--- src/hdl/grd_pkg.sv ---
// Shared widths, types, register indexes and reset values for the gyro distance block.
package grd_pkg;

  localparam int SAMPLE_W   = 16;
  localparam int FRAC_BITS  = 16;
  localparam int SUM_W      = 2 * SAMPLE_W;
  localparam int ROOT_W     = SAMPLE_W;
  localparam int RATE_W     = 23;
  localparam int SPEED_W    = 31;
  localparam int DIST_W     = 48;
  localparam int SCALE_W    = 32;
  localparam int SMOOTH_W   = 17;
  localparam int LEG_W      = 8;
  localparam int INTERVAL_W = 20;
  localparam int Q16        = 16;
  localparam int MUL_W      = 32;
  localparam int PROD_W     = 2 * MUL_W;
  localparam int MAG_LSB    = SCALE_W - FRAC_BITS;
  localparam int LVL_SUM_W  = RATE_W + SMOOTH_W + 1;
  localparam int CFG_IDX_W  = 2;
  localparam int CFG_DATA_W = 32;

  typedef logic signed [SAMPLE_W-1:0] sample_t;
  typedef logic [SAMPLE_W-1:0]        abs_t;
  typedef logic [SUM_W-1:0]           sum_t;
  typedef logic [RATE_W-1:0]          rate_t;
  typedef logic [SPEED_W-1:0]         speed_t;
  typedef logic [DIST_W-1:0]          dist_t;
  typedef logic [DIST_W:0]            dist_ext_t;
  typedef logic [SCALE_W-1:0]         scale_t;
  typedef logic [SMOOTH_W-1:0]        smooth_t;
  typedef logic [LEG_W-1:0]           leg_t;
  typedef logic [INTERVAL_W-1:0]      interval_t;
  typedef logic [MUL_W-1:0]           mul_op_t;
  typedef logic [PROD_W-1:0]          prod_t;
  typedef logic [LVL_SUM_W-1:0]       lvl_sum_t;
  typedef logic [CFG_IDX_W-1:0]       cfg_idx_t;
  typedef logic [CFG_DATA_W-1:0]      cfg_data_t;

  localparam cfg_idx_t CFG_RATE_SCALE  = 2'd0;
  localparam cfg_idx_t CFG_SMOOTHING   = 2'd1;
  localparam cfg_idx_t CFG_LEG_LENGTH  = 2'd2;
  localparam cfg_idx_t CFG_INTERVAL    = 2'd3;

  localparam scale_t    RATE_SCALE_RST = 32'd1311823;
  localparam smooth_t   SMOOTHING_RST  = 17'd6554;
  localparam leg_t      LEG_LENGTH_RST = 8'd50;
  localparam interval_t INTERVAL_RST   = 20'd32768;

  localparam smooth_t   ONE_Q16        = smooth_t'(1) << Q16;
  localparam rate_t     RATE_MAX       = '1;
  localparam dist_t     DIST_MAX       = '1;

endpackage

--- src/hdl/grd_if.sv ---
// Channel interfaces: configuration writes, gyro samples and distance results.
interface grd_cfg_if;
  logic                 valid;
  logic                 ready;
  grd_pkg::cfg_idx_t    index;
  grd_pkg::cfg_data_t   data;

  modport source (output valid, output index, output data, input ready);
  modport sink   (input valid, input index, input data, output ready);
endinterface

interface grd_sample_if;
  logic              valid;
  logic              ready;
  grd_pkg::sample_t  raw_x;
  grd_pkg::sample_t  raw_y;
  grd_pkg::sample_t  raw_z;
  logic              first_sample;
  logic              last_sample;

  modport source (output valid, output raw_x, output raw_y, output raw_z,
                  output first_sample, output last_sample, input ready);
  modport sink   (input valid, input raw_x, input raw_y, input raw_z,
                  input first_sample, input last_sample, output ready);
endinterface

interface grd_result_if;
  logic             valid;
  logic             ready;
  grd_pkg::rate_t   rate_magnitude;
  grd_pkg::rate_t   filtered_rate;
  grd_pkg::speed_t  linear_speed;
  grd_pkg::dist_t   distance;
  logic             run_end;

  modport source (output valid, output rate_magnitude, output filtered_rate,
                  output linear_speed, output distance, output run_end, input ready);
  modport sink   (input valid, input rate_magnitude, input filtered_rate,
                  input linear_speed, input distance, input run_end, output ready);
endinterface

--- src/hdl/gyro_rate_to_distance.sv ---
// Gyro magnitude, low-pass filter and distance integrator, top level.
//
// Channels: cfg_i takes register writes (index, data) and is always ready.
// sample_i takes one three-axis gyro sample per transaction; result_o gives
// one result per sample: magnitude, filtered rate, speed, distance, run end.
// A small sequencer drives one shared 32x32 multiplier and a bit-pair
// square root stepper. Per sample: squaring and summing of the three
// axes, the square root, the scale, filter and integrate multiplies,
// and a hand-off to the output register; the square root loop dominates.
// sample_i.ready is high only while the sequencer is idle.
// The output register lets the sequencer go back to idle while a result
// waits; if the receiver stalls, the next sample completes its work and
// then holds in the hand-off step until the output register frees up.
// Reset (rst_ni low, async) restores the default register values, clears
// the filter level and the distance, and drops all valids.
// first_sample clears filter and distance before the sample is processed.
module gyro_rate_to_distance (
  input  logic          clk_i,
  input  logic          rst_ni,
  grd_cfg_if.sink       cfg_i,
  grd_sample_if.sink    sample_i,
  grd_result_if.source  result_o
);

  localparam logic [3:0] ST_IDLE  = 4'd0;
  localparam logic [3:0] ST_SQ    = 4'd1;
  localparam logic [3:0] ST_ROOT  = 4'd2;
  localparam logic [3:0] ST_SCALE = 4'd3;
  localparam logic [3:0] ST_MAG   = 4'd4;
  localparam logic [3:0] ST_NEW   = 4'd5;
  localparam logic [3:0] ST_OLD   = 4'd6;
  localparam logic [3:0] ST_LEVEL = 4'd7;
  localparam logic [3:0] ST_LEG   = 4'd8;
  localparam logic [3:0] ST_INT   = 4'd9;
  localparam logic [3:0] ST_DIST  = 4'd10;
  localparam logic [3:0] ST_FIN   = 4'd11;

  localparam logic [1:0] AXIS_X    = 2'd0;
  localparam logic [1:0] AXIS_Y    = 2'd1;
  localparam logic [1:0] AXIS_Z    = 2'd2;
  localparam logic [1:0] AXIS_LAST = 2'd3;

  localparam grd_pkg::sum_t ROOT_BIT_INIT = grd_pkg::sum_t'(1) << (grd_pkg::SUM_W - 2);

  // control and state registers
  logic [3:0]          state_q, state_d;
  logic [1:0]          cnt_q, cnt_d;
  logic                out_valid_q, out_valid_d;
  grd_pkg::scale_t     rate_scale_q;
  grd_pkg::smooth_t    smoothing_q;
  grd_pkg::leg_t       leg_q;
  grd_pkg::interval_t  interval_q;
  grd_pkg::rate_t      level_q, level_d;
  grd_pkg::dist_t      dist_q, dist_d;

  // datapath registers
  grd_pkg::abs_t       ax_q, ay_q, az_q, ax_d, ay_d, az_d;
  logic                last_q, last_d;
  grd_pkg::sum_t       rem_q, rem_d;
  grd_pkg::sum_t       root_q, root_d;
  grd_pkg::sum_t       bit_q, bit_d;
  grd_pkg::prod_t      prod_q;
  grd_pkg::lvl_sum_t   acc_q, acc_d;
  grd_pkg::rate_t      mag_q, mag_d;
  grd_pkg::speed_t     speed_q, speed_d;

  grd_pkg::rate_t      out_mag_q, out_level_q;
  grd_pkg::speed_t     out_speed_q;
  grd_pkg::dist_t      out_dist_q;
  logic                out_run_end_q;
  logic                out_load;

  logic                in_acc, cfg_acc;
  grd_pkg::mul_op_t    mul_a, mul_b;
  grd_pkg::prod_t      mul_p;
  grd_pkg::smooth_t    w, w_inv;
  grd_pkg::abs_t       sq_op;
  grd_pkg::sum_t       trial;
  grd_pkg::lvl_sum_t   lvl_sum;
  grd_pkg::dist_ext_t  dist_sum;

  function automatic grd_pkg::abs_t abs_val(grd_pkg::sample_t v);
    grd_pkg::abs_t u;
    u = grd_pkg::abs_t'(v);
    return v[grd_pkg::SAMPLE_W-1] ? (~u + grd_pkg::abs_t'(1)) : u;
  endfunction

  assign cfg_i.ready    = 1'b1;
  assign cfg_acc        = cfg_i.valid;
  assign sample_i.ready = (state_q == ST_IDLE);
  assign in_acc         = sample_i.valid && (state_q == ST_IDLE);

  assign w     = (smoothing_q > grd_pkg::ONE_Q16) ? grd_pkg::ONE_Q16 : smoothing_q;
  assign w_inv = grd_pkg::ONE_Q16 - w;

  always_comb begin
    case (cnt_q)
      AXIS_X:  sq_op = ax_q;
      AXIS_Y:  sq_op = ay_q;
      AXIS_Z:  sq_op = az_q;
      default: sq_op = '0;
    endcase
  end

  // shared multiplier operand select
  always_comb begin
    mul_a = '0;
    mul_b = '0;
    case (state_q)
      ST_SQ: begin
        mul_a = grd_pkg::mul_op_t'(sq_op);
        mul_b = grd_pkg::mul_op_t'(sq_op);
      end
      ST_SCALE: begin
        mul_a = grd_pkg::mul_op_t'(root_q[grd_pkg::ROOT_W-1:0]);
        mul_b = grd_pkg::mul_op_t'(rate_scale_q);
      end
      ST_NEW: begin
        mul_a = grd_pkg::mul_op_t'(mag_q);
        mul_b = grd_pkg::mul_op_t'(w);
      end
      ST_OLD: begin
        mul_a = grd_pkg::mul_op_t'(level_q);
        mul_b = grd_pkg::mul_op_t'(w_inv);
      end
      ST_LEG: begin
        mul_a = grd_pkg::mul_op_t'(level_q);
        mul_b = grd_pkg::mul_op_t'(leg_q);
      end
      ST_INT: begin
        mul_a = grd_pkg::mul_op_t'(prod_q[grd_pkg::SPEED_W-1:0]);
        mul_b = grd_pkg::mul_op_t'(interval_q);
      end
      default: begin
        mul_a = '0;
        mul_b = '0;
      end
    endcase
  end

  assign mul_p    = grd_pkg::prod_t'(mul_a) * grd_pkg::prod_t'(mul_b);
  assign trial    = root_q + bit_q;
  assign lvl_sum  = acc_q + prod_q[grd_pkg::LVL_SUM_W-1:0];
  assign dist_sum = grd_pkg::dist_ext_t'(dist_q)
                  + grd_pkg::dist_ext_t'(prod_q[grd_pkg::PROD_W-1:grd_pkg::Q16]);
  assign out_load = (state_q == ST_FIN) && (!out_valid_q || result_o.ready);

  always_comb begin
    state_d     = state_q;
    cnt_d       = cnt_q;
    level_d     = level_q;
    dist_d      = dist_q;
    ax_d        = ax_q;
    ay_d        = ay_q;
    az_d        = az_q;
    last_d      = last_q;
    rem_d       = rem_q;
    root_d      = root_q;
    bit_d       = bit_q;
    acc_d       = acc_q;
    mag_d       = mag_q;
    speed_d     = speed_q;
    out_valid_d = out_valid_q;
    if (out_valid_q && result_o.ready) begin
      out_valid_d = 1'b0;
    end
    case (state_q)
      ST_IDLE: begin
        if (in_acc) begin
          ax_d    = abs_val(sample_i.raw_x);
          ay_d    = abs_val(sample_i.raw_y);
          az_d    = abs_val(sample_i.raw_z);
          last_d  = sample_i.last_sample;
          rem_d   = '0;
          root_d  = '0;
          bit_d   = ROOT_BIT_INIT;
          cnt_d   = AXIS_X;
          state_d = ST_SQ;
          if (sample_i.first_sample) begin
            level_d = '0;
            dist_d  = '0;
          end
        end
      end
      ST_SQ: begin
        // prod_q holds the square issued in the previous cycle
        rem_d = rem_q + prod_q[grd_pkg::SUM_W-1:0];
        cnt_d = cnt_q + 2'd1;
        if (cnt_q == AXIS_LAST) begin
          state_d = ST_ROOT;
        end
      end
      ST_ROOT: begin
        if (rem_q >= trial) begin
          rem_d  = rem_q - trial;
          root_d = (root_q >> 1) + bit_q;
        end else begin
          root_d = root_q >> 1;
        end
        bit_d = bit_q >> 2;
        if (bit_q[0]) begin
          state_d = ST_SCALE;
        end
      end
      ST_SCALE: state_d = ST_MAG;
      ST_MAG: begin
        if (prod_q[grd_pkg::PROD_W-1:grd_pkg::MAG_LSB+grd_pkg::RATE_W] != '0) begin
          mag_d = grd_pkg::RATE_MAX;
        end else begin
          mag_d = prod_q[grd_pkg::MAG_LSB +: grd_pkg::RATE_W];
        end
        state_d = ST_NEW;
      end
      ST_NEW: state_d = ST_OLD;
      ST_OLD: begin
        acc_d   = prod_q[grd_pkg::LVL_SUM_W-1:0];
        state_d = ST_LEVEL;
      end
      ST_LEVEL: begin
        level_d = lvl_sum[grd_pkg::Q16 +: grd_pkg::RATE_W];
        state_d = ST_LEG;
      end
      ST_LEG: state_d = ST_INT;
      ST_INT: begin
        speed_d = prod_q[grd_pkg::SPEED_W-1:0];
        state_d = ST_DIST;
      end
      ST_DIST: begin
        dist_d  = dist_sum[grd_pkg::DIST_W] ? grd_pkg::DIST_MAX
                                             : dist_sum[grd_pkg::DIST_W-1:0];
        state_d = ST_FIN;
      end
      ST_FIN: begin
        if (out_load) begin
          out_valid_d = 1'b1;
          state_d     = ST_IDLE;
        end
      end
      default: state_d = ST_IDLE;
    endcase
  end

  always_ff @(posedge clk_i or negedge rst_ni) begin
    if (!rst_ni) begin
      state_q      <= ST_IDLE;
      cnt_q        <= AXIS_X;
      out_valid_q  <= 1'b0;
      level_q      <= '0;
      dist_q       <= '0;
      rate_scale_q <= grd_pkg::RATE_SCALE_RST;
      smoothing_q  <= grd_pkg::SMOOTHING_RST;
      leg_q        <= grd_pkg::LEG_LENGTH_RST;
      interval_q   <= grd_pkg::INTERVAL_RST;
    end else begin
      state_q     <= state_d;
      cnt_q       <= cnt_d;
      out_valid_q <= out_valid_d;
      level_q     <= level_d;
      dist_q      <= dist_d;
      if (cfg_acc) begin
        case (cfg_i.index)
          grd_pkg::CFG_RATE_SCALE: rate_scale_q <= cfg_i.data[grd_pkg::SCALE_W-1:0];
          grd_pkg::CFG_SMOOTHING:  smoothing_q  <= cfg_i.data[grd_pkg::SMOOTH_W-1:0];
          grd_pkg::CFG_LEG_LENGTH: leg_q        <= cfg_i.data[grd_pkg::LEG_W-1:0];
          grd_pkg::CFG_INTERVAL:   interval_q   <= cfg_i.data[grd_pkg::INTERVAL_W-1:0];
          default: ;
        endcase
      end
    end
  end

  always_ff @(posedge clk_i) begin
    ax_q    <= ax_d;
    ay_q    <= ay_d;
    az_q    <= az_d;
    last_q  <= last_d;
    rem_q   <= rem_d;
    root_q  <= root_d;
    bit_q   <= bit_d;
    prod_q  <= mul_p;
    acc_q   <= acc_d;
    mag_q   <= mag_d;
    speed_q <= speed_d;
    if (out_load) begin
      out_mag_q     <= mag_q;
      out_level_q   <= level_q;
      out_speed_q   <= speed_q;
      out_dist_q    <= dist_q;
      out_run_end_q <= last_q;
    end
  end

  assign result_o.valid          = out_valid_q;
  assign result_o.rate_magnitude = out_mag_q;
  assign result_o.filtered_rate  = out_level_q;
  assign result_o.linear_speed   = out_speed_q;
  assign result_o.distance       = out_dist_q;
  assign result_o.run_end        = out_run_end_q;

endmodule

--- src/flat_wrapper.sv ---
// flat-port wrapper written by rule: the top's interface ports become plain ports
module gyro_rate_to_distance_flat 
  (clk_i, rst_ni, cfg_i_valid, cfg_i_index, cfg_i_data, cfg_i_ready, sample_i_valid, sample_i_raw_x, sample_i_raw_y, sample_i_raw_z, sample_i_first_sample, sample_i_last_sample, sample_i_ready, result_o_valid, result_o_rate_magnitude, result_o_filtered_rate, result_o_linear_speed, result_o_distance, result_o_run_end, result_o_ready);
  grd_cfg_if cfg_i_i ();
  grd_sample_if sample_i_i ();
  grd_result_if result_o_i ();
  input  logic clk_i;
  input  logic rst_ni;
  input wire logic [$bits(cfg_i_i.valid)-1:0] cfg_i_valid;
  input wire logic [$bits(cfg_i_i.index)-1:0] cfg_i_index;
  input wire logic [$bits(cfg_i_i.data)-1:0] cfg_i_data;
  output wire logic [$bits(cfg_i_i.ready)-1:0] cfg_i_ready;
  input wire logic [$bits(sample_i_i.valid)-1:0] sample_i_valid;
  input wire logic [$bits(sample_i_i.raw_x)-1:0] sample_i_raw_x;
  input wire logic [$bits(sample_i_i.raw_y)-1:0] sample_i_raw_y;
  input wire logic [$bits(sample_i_i.raw_z)-1:0] sample_i_raw_z;
  input wire logic [$bits(sample_i_i.first_sample)-1:0] sample_i_first_sample;
  input wire logic [$bits(sample_i_i.last_sample)-1:0] sample_i_last_sample;
  output wire logic [$bits(sample_i_i.ready)-1:0] sample_i_ready;
  output wire logic [$bits(result_o_i.valid)-1:0] result_o_valid;
  output wire logic [$bits(result_o_i.rate_magnitude)-1:0] result_o_rate_magnitude;
  output wire logic [$bits(result_o_i.filtered_rate)-1:0] result_o_filtered_rate;
  output wire logic [$bits(result_o_i.linear_speed)-1:0] result_o_linear_speed;
  output wire logic [$bits(result_o_i.distance)-1:0] result_o_distance;
  output wire logic [$bits(result_o_i.run_end)-1:0] result_o_run_end;
  input wire logic [$bits(result_o_i.ready)-1:0] result_o_ready;
  assign cfg_i_i.valid = cfg_i_valid;
  assign cfg_i_i.index = cfg_i_index;
  assign cfg_i_i.data = cfg_i_data;
  assign cfg_i_ready = cfg_i_i.ready;
  assign sample_i_i.valid = sample_i_valid;
  assign sample_i_i.raw_x = sample_i_raw_x;
  assign sample_i_i.raw_y = sample_i_raw_y;
  assign sample_i_i.raw_z = sample_i_raw_z;
  assign sample_i_i.first_sample = sample_i_first_sample;
  assign sample_i_i.last_sample = sample_i_last_sample;
  assign sample_i_ready = sample_i_i.ready;
  assign result_o_valid = result_o_i.valid;
  assign result_o_rate_magnitude = result_o_i.rate_magnitude;
  assign result_o_filtered_rate = result_o_i.filtered_rate;
  assign result_o_linear_speed = result_o_i.linear_speed;
  assign result_o_distance = result_o_i.distance;
  assign result_o_run_end = result_o_i.run_end;
  assign result_o_i.ready = result_o_ready;
  gyro_rate_to_distance u_core (.clk_i(clk_i), .rst_ni(rst_ni), .cfg_i(cfg_i_i), .sample_i(sample_i_i), .result_o(result_o_i));
endmodule
--- config.mk ---
export PLATFORM = sky130hd
export DESIGN_NAME = gyro_rate_to_distance_flat
export DESIGN_NICKNAME = d
export VERILOG_FILES = /design/src/hdl/grd_pkg.sv /design/src/hdl/grd_if.sv /design/src/hdl/gyro_rate_to_distance.sv /design/src/flat_wrapper.sv
export SDC_FILE = /design/constraint.sdc
export NUM_CORES = 2
export LEC_CHECK = 0
export BUFFER_PORTS_ARGS = -buffer_cell sky130_fd_sc_hd__buf_2
export CAP_MARGIN = 20
export CORE_ASPECT_RATIO = 1.4
export CORE_MARGIN = 3
export CORE_UTILIZATION = 58
export DETAILED_ROUTE_END_ITERATION = 8
export MAX_ROUTING_LAYER = met4
export PLACE_DENSITY = 0.78
export SETUP_SLACK_MARGIN = 0.02
export SLEW_MARGIN = 20
export SYNTH_ARGS = -nofsm -noshare
export SYNTH_HDL_FRONTEND = slang
export SYNTH_SLANG_ARGS = --single-unit
--- constraint.sdc ---
create_clock -name clk_i -period 10.1 [get_ports clk_i]
set_input_delay 0.505 -clock clk_i [delete_from_list [all_inputs] [get_ports clk_i]]
set_output_delay 0.505 -clock clk_i [all_outputs]
set_load 0.01 [all_outputs]
# --- Word level (Yosys, flattened, before mapping) ---
# Index checks and enable logic that the tools add are counted.
# Widths: inputs -> output; s select.
word_totals:
  ramBits: 0
  latch_bits: 0
  out_inout_bits: 129
  elab_cells: 125
  rom_bits: 0
  reg_bits: 582
  mem_count: 0
  in_bits: 89
classes:
  n_shift: 0
  n_div: 0
  multipliers: 1
  reduce_logical: 26
  magnitude_cmp: 2
  eq_ne: 23
  n_bitwise: 3
  addsub: 11
  mux: 31
ops:
  columns: ["op", "count"]
  rows:
  - ["$pmux 32 s6", 1]
  - ["$pmux 31 s5", 1]
  - ["$mux 48", 3]
  - ["$mux 32", 4]
  - ["$pmux 32 s2", 2]
  - ["$pmux 32 s3", 1]
  - ["$pmux 48 s2", 1]
  - ["$add 32x32->32", 2]
  - ["$mul 31x32->63", 1]
  - ["$add 48x47->49", 1]
  - ["$add 16x1->16 const B", 3]
  - ["$not 16->16", 3]
  - ["$pmux 16 s3", 1]
  - ["$pmux 4 s12", 1]
  - ["$mux 23", 2]
  - ["$pmux 23 s2", 1]
  - ["$mux 15", 3]
  - ["$add 39x39->39", 1]
  - ["$add 31x32->32", 1]
  - ["$ge 32x32->1", 1]
  - ["$sub 32x32->32", 1]
  - ["$reduce_bool 25->1", 1]
  - ["$gt 17x17->1 const B", 1]
  - ["$mux 17", 1]
  - ["25 further kinds", 59]

# --- Logic depth before layout (Yosys ltp) ---
logic_depth:
  depth_word: 5
  depth_mapped: 40
  mapped_depth_nobuf: 36

# --- Worst setup path before layout ---
# No wires, ideal clock.
synth_path:
  path_type: "register to register"
  start: "register u_core.state_q[0]"
  end: "register u_core.out_dist_q[0] (netlist: u_core.result_o.distance[0]), enable pin"
  t_arrival_ns: 9.519
  slack_ns: -0.184
  t_required_ns: 9.335
  path_stages_with_launch: 5
  cell_sequence: "dfrtp_1 -> clkbuf_1 -> nand2_1 -> clkbuf_1 -> nor3_1"
synth_between:
  elab_chain_len: 2
synth_lines:
  columns: ["item", "line_no", "text"]
  rows:
  - ["start: declaration", "gyro_rate_to_distance.sv:46", "logic [3:0] state_q, state_d;"]
  - ["start signal: assignment", "gyro_rate_to_distance.sv:255", "state_q <= state_d;"]
  - ["$eq 4x4->1", "gyro_rate_to_distance.sv:146", "assign out_load = (state_q == ST_FIN) && (!out_valid_q || result_o.ready);"]
  - ["$logic_and 1x1->1", "gyro_rate_to_distance.sv:146", null]
  - ["named net u_core.out_load", "gyro_rate_to_distance.sv:71", "logic out_load;"]
  - ["end signal: assignment", "gyro_rate_to_distance.sv:288", "out_dist_q <= dist_q;"]
  - ["end: declaration", "gyro_rate_to_distance.sv:69", "grd_pkg::dist_t out_dist_q;"]
# The timed path passes the listed nets, and every way through them passes these cells.
# A chain may end at the register's enable or synchronous reset.

# --- Final worst setup path ---
layout_path:
  start: "register u_core.smoothing_q[5]"
  end: "register u_core.prod_q[52]"
layout_between:
  elab_chain_len: 5
layout_lines:
  columns: ["item", "line_no", "text"]
  rows:
  - ["start: declaration", "gyro_rate_to_distance.sv:50", "grd_pkg::smooth_t smoothing_q;"]
  - ["start signal: assignment", "gyro_rate_to_distance.sv:251", "smoothing_q <= grd_pkg::SMOOTHING_RST;"]
  - ["start signal: assignment", "gyro_rate_to_distance.sv:263", "grd_pkg::CFG_SMOOTHING: smoothing_q <= cfg_i.data[grd_pkg::SMOOTH_W-1:0];"]
  - ["$gt 17x17->1", "gyro_rate_to_distance.sv:93", "assign w = (smoothing_q > grd_pkg::ONE_Q16) ? grd_pkg::ONE_Q16 : smoothing_q;"]
  - ["$mux 17 *", "gyro_rate_to_distance.sv:93", null]
  - ["$sub 17x17->17", "gyro_rate_to_distance.sv:94", "assign w_inv = grd_pkg::ONE_Q16 - w;"]
  - ["$pmux 32 s6 *", "gyro_rate_to_distance.sv:109", "case (state_q)"]
  - ["$mul 31x32->63 *", "gyro_rate_to_distance.sv:141", "assign mul_p = grd_pkg::prod_t'(mul_a) * grd_pkg::prod_t'(mul_b);"]
  - ["named net u_core.mul_p[52]", "gyro_rate_to_distance.sv:75", "grd_pkg::prod_t mul_p;"]
  - ["end signal: assignment", "gyro_rate_to_distance.sv:280", "prod_q <= mul_p;"]
  - ["end: declaration", "gyro_rate_to_distance.sv:62", "grd_pkg::prod_t prod_q;"]
# The timed path passes the listed nets; every way through them passes the cells marked *.

==> results.sh <==
export IMPL_crit_start="u_core.smoothing_q[5]"
export IMPL_ys_ff_latch=566
export IMPL_cpPeakStageDelay_ns=0.60
export IMPL_antenna_found_initial=13
export IMPL_ys_seq_area_share_pct=25.80
export IMPL_finalHoldViolations=0
export IMPL_port_buffer_count=216
export IMPL_synth_area_sq_mm=0.06053
export IMPL_avgRoutedWirePerCell_um=25.53
export IMPL_worst_pin_slew_ns=1.151
export IMPL_core_area_sq_mm=0.1031
export IMPL_fillCellCount=8313
export IMPL_die_h_um=388.2
export IMPL_cap_viol_max_count=0
export IMPL_async_flop_share_pct=27.39
export IMPL_path_delay_family="adder cells"
export IMPL_path_common_cell="fa_1"
export IMPL_clk_latency_ns=0.71
export IMPL_slew_viol_final=0
export IMPL_synth_top_area_share_pct=28.74
export IMPL_relSlewSlack_pct=23.27
export IMPL_num_rows=139
export IMPL_die_w_um=279.0
export IMPL_hold_path_class="in -> reg"
export IMPL_cts_sinks=566
export IMPL_fin_setup_tns_ns=0
export IMPL_setup_viol=0
export IMPL_start_kind="flip-flop"
export IMPL_h_tree_depth=2
export IMPL_synth_edf_count=348
export IMPL_fin_crit_ns=9.744
export IMPL_cp_max_fo=11
export IMPL_worst_endpoint_arrival_ns=10.30
export IMPL_place_gp_congestion=1.071
export IMPL_synth_cell_type_count=90
export IMPL_reg2reg_from="u_core.smoothing_q[5]"
export IMPL_final_nets=8013
export IMPL_clkTransAtPathRegs_ns=0.07
export IMPL_fin_crit_sh_pct=96.47
export IMPL_vias=48021
export IMPL_final_util_pct=65.80
export IMPL_synth_ff_type="edfxtp_1"
export IMPL_worstHoldStart="sample_i_raw_x[0]"
export IMPL_wl_mm=204.2
export IMPL_synthTopCellsByArea="fa_1 (29%), edfxtp_1 (17%), ha_1 (9.2%)"
export IMPL_final_antenna_net_count=0
export IMPL_syn_to_final_growth_pct=12.11
export IMPL_hpwl_mm=164.6
export IMPL_synthCells=6148
export IMPL_cts_buffers=59
export IMPL_skew_ns=0.06936
export IMPL_rsz0062_at_grt="yes"
export IMPL_status="complete, no violations"
export IMPL_via_per_inst=6.002
export IMPL_die_area_sq_mm=0.1083
export IMPL_drc_errors=0
export IMPL_crit_slowest_cell="fa_1"
export IMPL_cts_buffer_depth=3
export IMPL_root_buffer="clkbuf_16"
export IMPL_path_class="reg -> reg"
export IMPL_critPathCaptureType="flip-flop"
export IMPL_cts_tree="built"
export IMPL_grt_pass1_vias=50663
export IMPL_ioPinCount=218
export IMPL_yosys_warnings=0
export IMPL_first_pass_iters=8
export IMPL_grt_max_degree=62
export IMPL_grt_ovfl_total=0
export IMPL_track_usage_pct=39.50
export IMPL_netlist_top_cells_count="inv_1 (939), fa_1 (869), nand2_1 (850), ha_1 (445), nor2_1 (421)"
export IMPL_start_util_pct=58.69
export IMPL_path_buf_inv=8
export IMPL_grt_pass1_wl_mm=307.4
export IMPL_drive_gt1_share_pct=11.62
export IMPL_yosys_cell_count_top_type="inv_1"
export IMPL_postSynthAreaPerCell_sq_um=9.845
export IMPL_worstPathRequired_ns=10.65
export IMPL_yosysTopAreaCell="fa_1"
export IMPL_first_iter_violations=4112
export IMPL_max_freq_mhz=102.6
## flip-flops by register name, summed over array words and instances, names as in the netlist, 17 cells and up
| name | cells |
|---|---|
| u_core.level_q | 23 |
| u_core.result_o.rate_magnitude | 23 |
| u_core.mag_q | 23 |
| u_core.root_q | 32 |
| u_core.interval_q | 20 |
| u_core.speed_q | 31 |
| u_core.prod_q | 63 |
| u_core.smoothing_q | 17 |
| u_core.dist_q | 48 |
| u_core.rate_scale_q | 32 |
| u_core.result_o.filtered_rate | 23 |
| u_core.result_o.distance | 48 |
| u_core.acc_q | 39 |
| u_core.result_o.linear_speed | 31 |
| u_core.rem_q | 32 |
## layout make-up
type	count	area, sq um	area share (%)
flip-flops and latches	566	15610	23.01
diodes	1	2.502	0.003688
repair buffers	482	3561	5.248
inverters	940	3528	5.200
well taps	1339	1675	2.469
clock inverters	52	691.9	1.020
multi-input cells	4561	41310	60.87
clock buffers	60	1480	2.181
## per-layer routing
layer  GRT usage [%]  up-vias  share of wire [%]
met5               -        -                  0
met3           7.112      688                8.0
li1                -    20896                  -
met1           44.91    24244                 35
met4           25.76        0                8.8
met2           64.37     2193                 48
## path summary, 6_finish.rpt
check | end | slack, ns | cells after the start
hold reg to reg | u_core.result_o.linear_speed[18] | 0.40 | 0
min in group asynchronous | u_core.rate_scale_q[27] | 0.43 | 2
setup reg to reg | u_core.prod_q[52] | 0.36 | 35
hold / removal | u_core.ax_q[0] | 0.04 | 1
max in group asynchronous | u_core.rate_scale_q[12] | 8.31 | 3
setup / recovery | u_core.prod_q[52] | 0.36 | 35
## kinds of logic (layout without fill, tap and decap cells)
| logic type | count (synthesis) | count (layout) | share of synthesized area, % |
|---|---|---|---|
| AND/OR/NAND/NOR | 1754 | 1754 | 12.77 |
| XOR/XNOR | 275 | 275 | 3.979 |
| buffers and inverters | 1200 | 1534 | 7.543 |
| AO/OA/AOI/OAI | 948 | 948 | 10.32 |
| flip-flops | 566 | 566 | 25.80 |
| other | 2 | 182 | 0.01241 |
| adder cells (fa/ha/maj) | 1314 | 1314 | 37.94 |
| multiplexers | 89 | 89 | 1.635 |
## placed cells by master, fill, tap and decap left out, types with 63 or more instances in the layout
cell type,instances
fa_1,867
conb_1,181
nor2_1,414
dfrtp_1,136
inv_1,938
ha_1,442
mux2_2,79
a21o_1,115
xor2_1,97
buf_2,215
nand3_1,82
a21oi_1,217
buf_4,222
xnor2_1,178
dfxtp_1,63
o21ai_0,196
nand2_1,849
edfxtp_1,348
## metrics by stage
stage,setup WS (ns),cells,hold WS [ns],cell area [sq um]
2_1_floorplan,0.3116,6327,0.2094,61210
3_3_place_gp,0.2646,7875,0.4019,65370
3_5_place_dp,0.1217,7875,0.4054,65380
4_1_cts,0.09066,7990,0.0001709,67580
5_1_grt,0.01568,8001,0.01692,67860
6_report,0.3560,8001,0.04298,67860
## repair_timing
item / in CTS / in global routing
endpoints found under the hold margin: 50 / 0
gates resized for setup: 0 / 47
setup buffers: 0 / 7
endpoints found under the setup margin: 0 / 16
hold buffers: 3 / 0
Power is left out: the tool's default activity adds up to more than one toggle a clock period on the data nets, which glitch-free logic cannot reach.
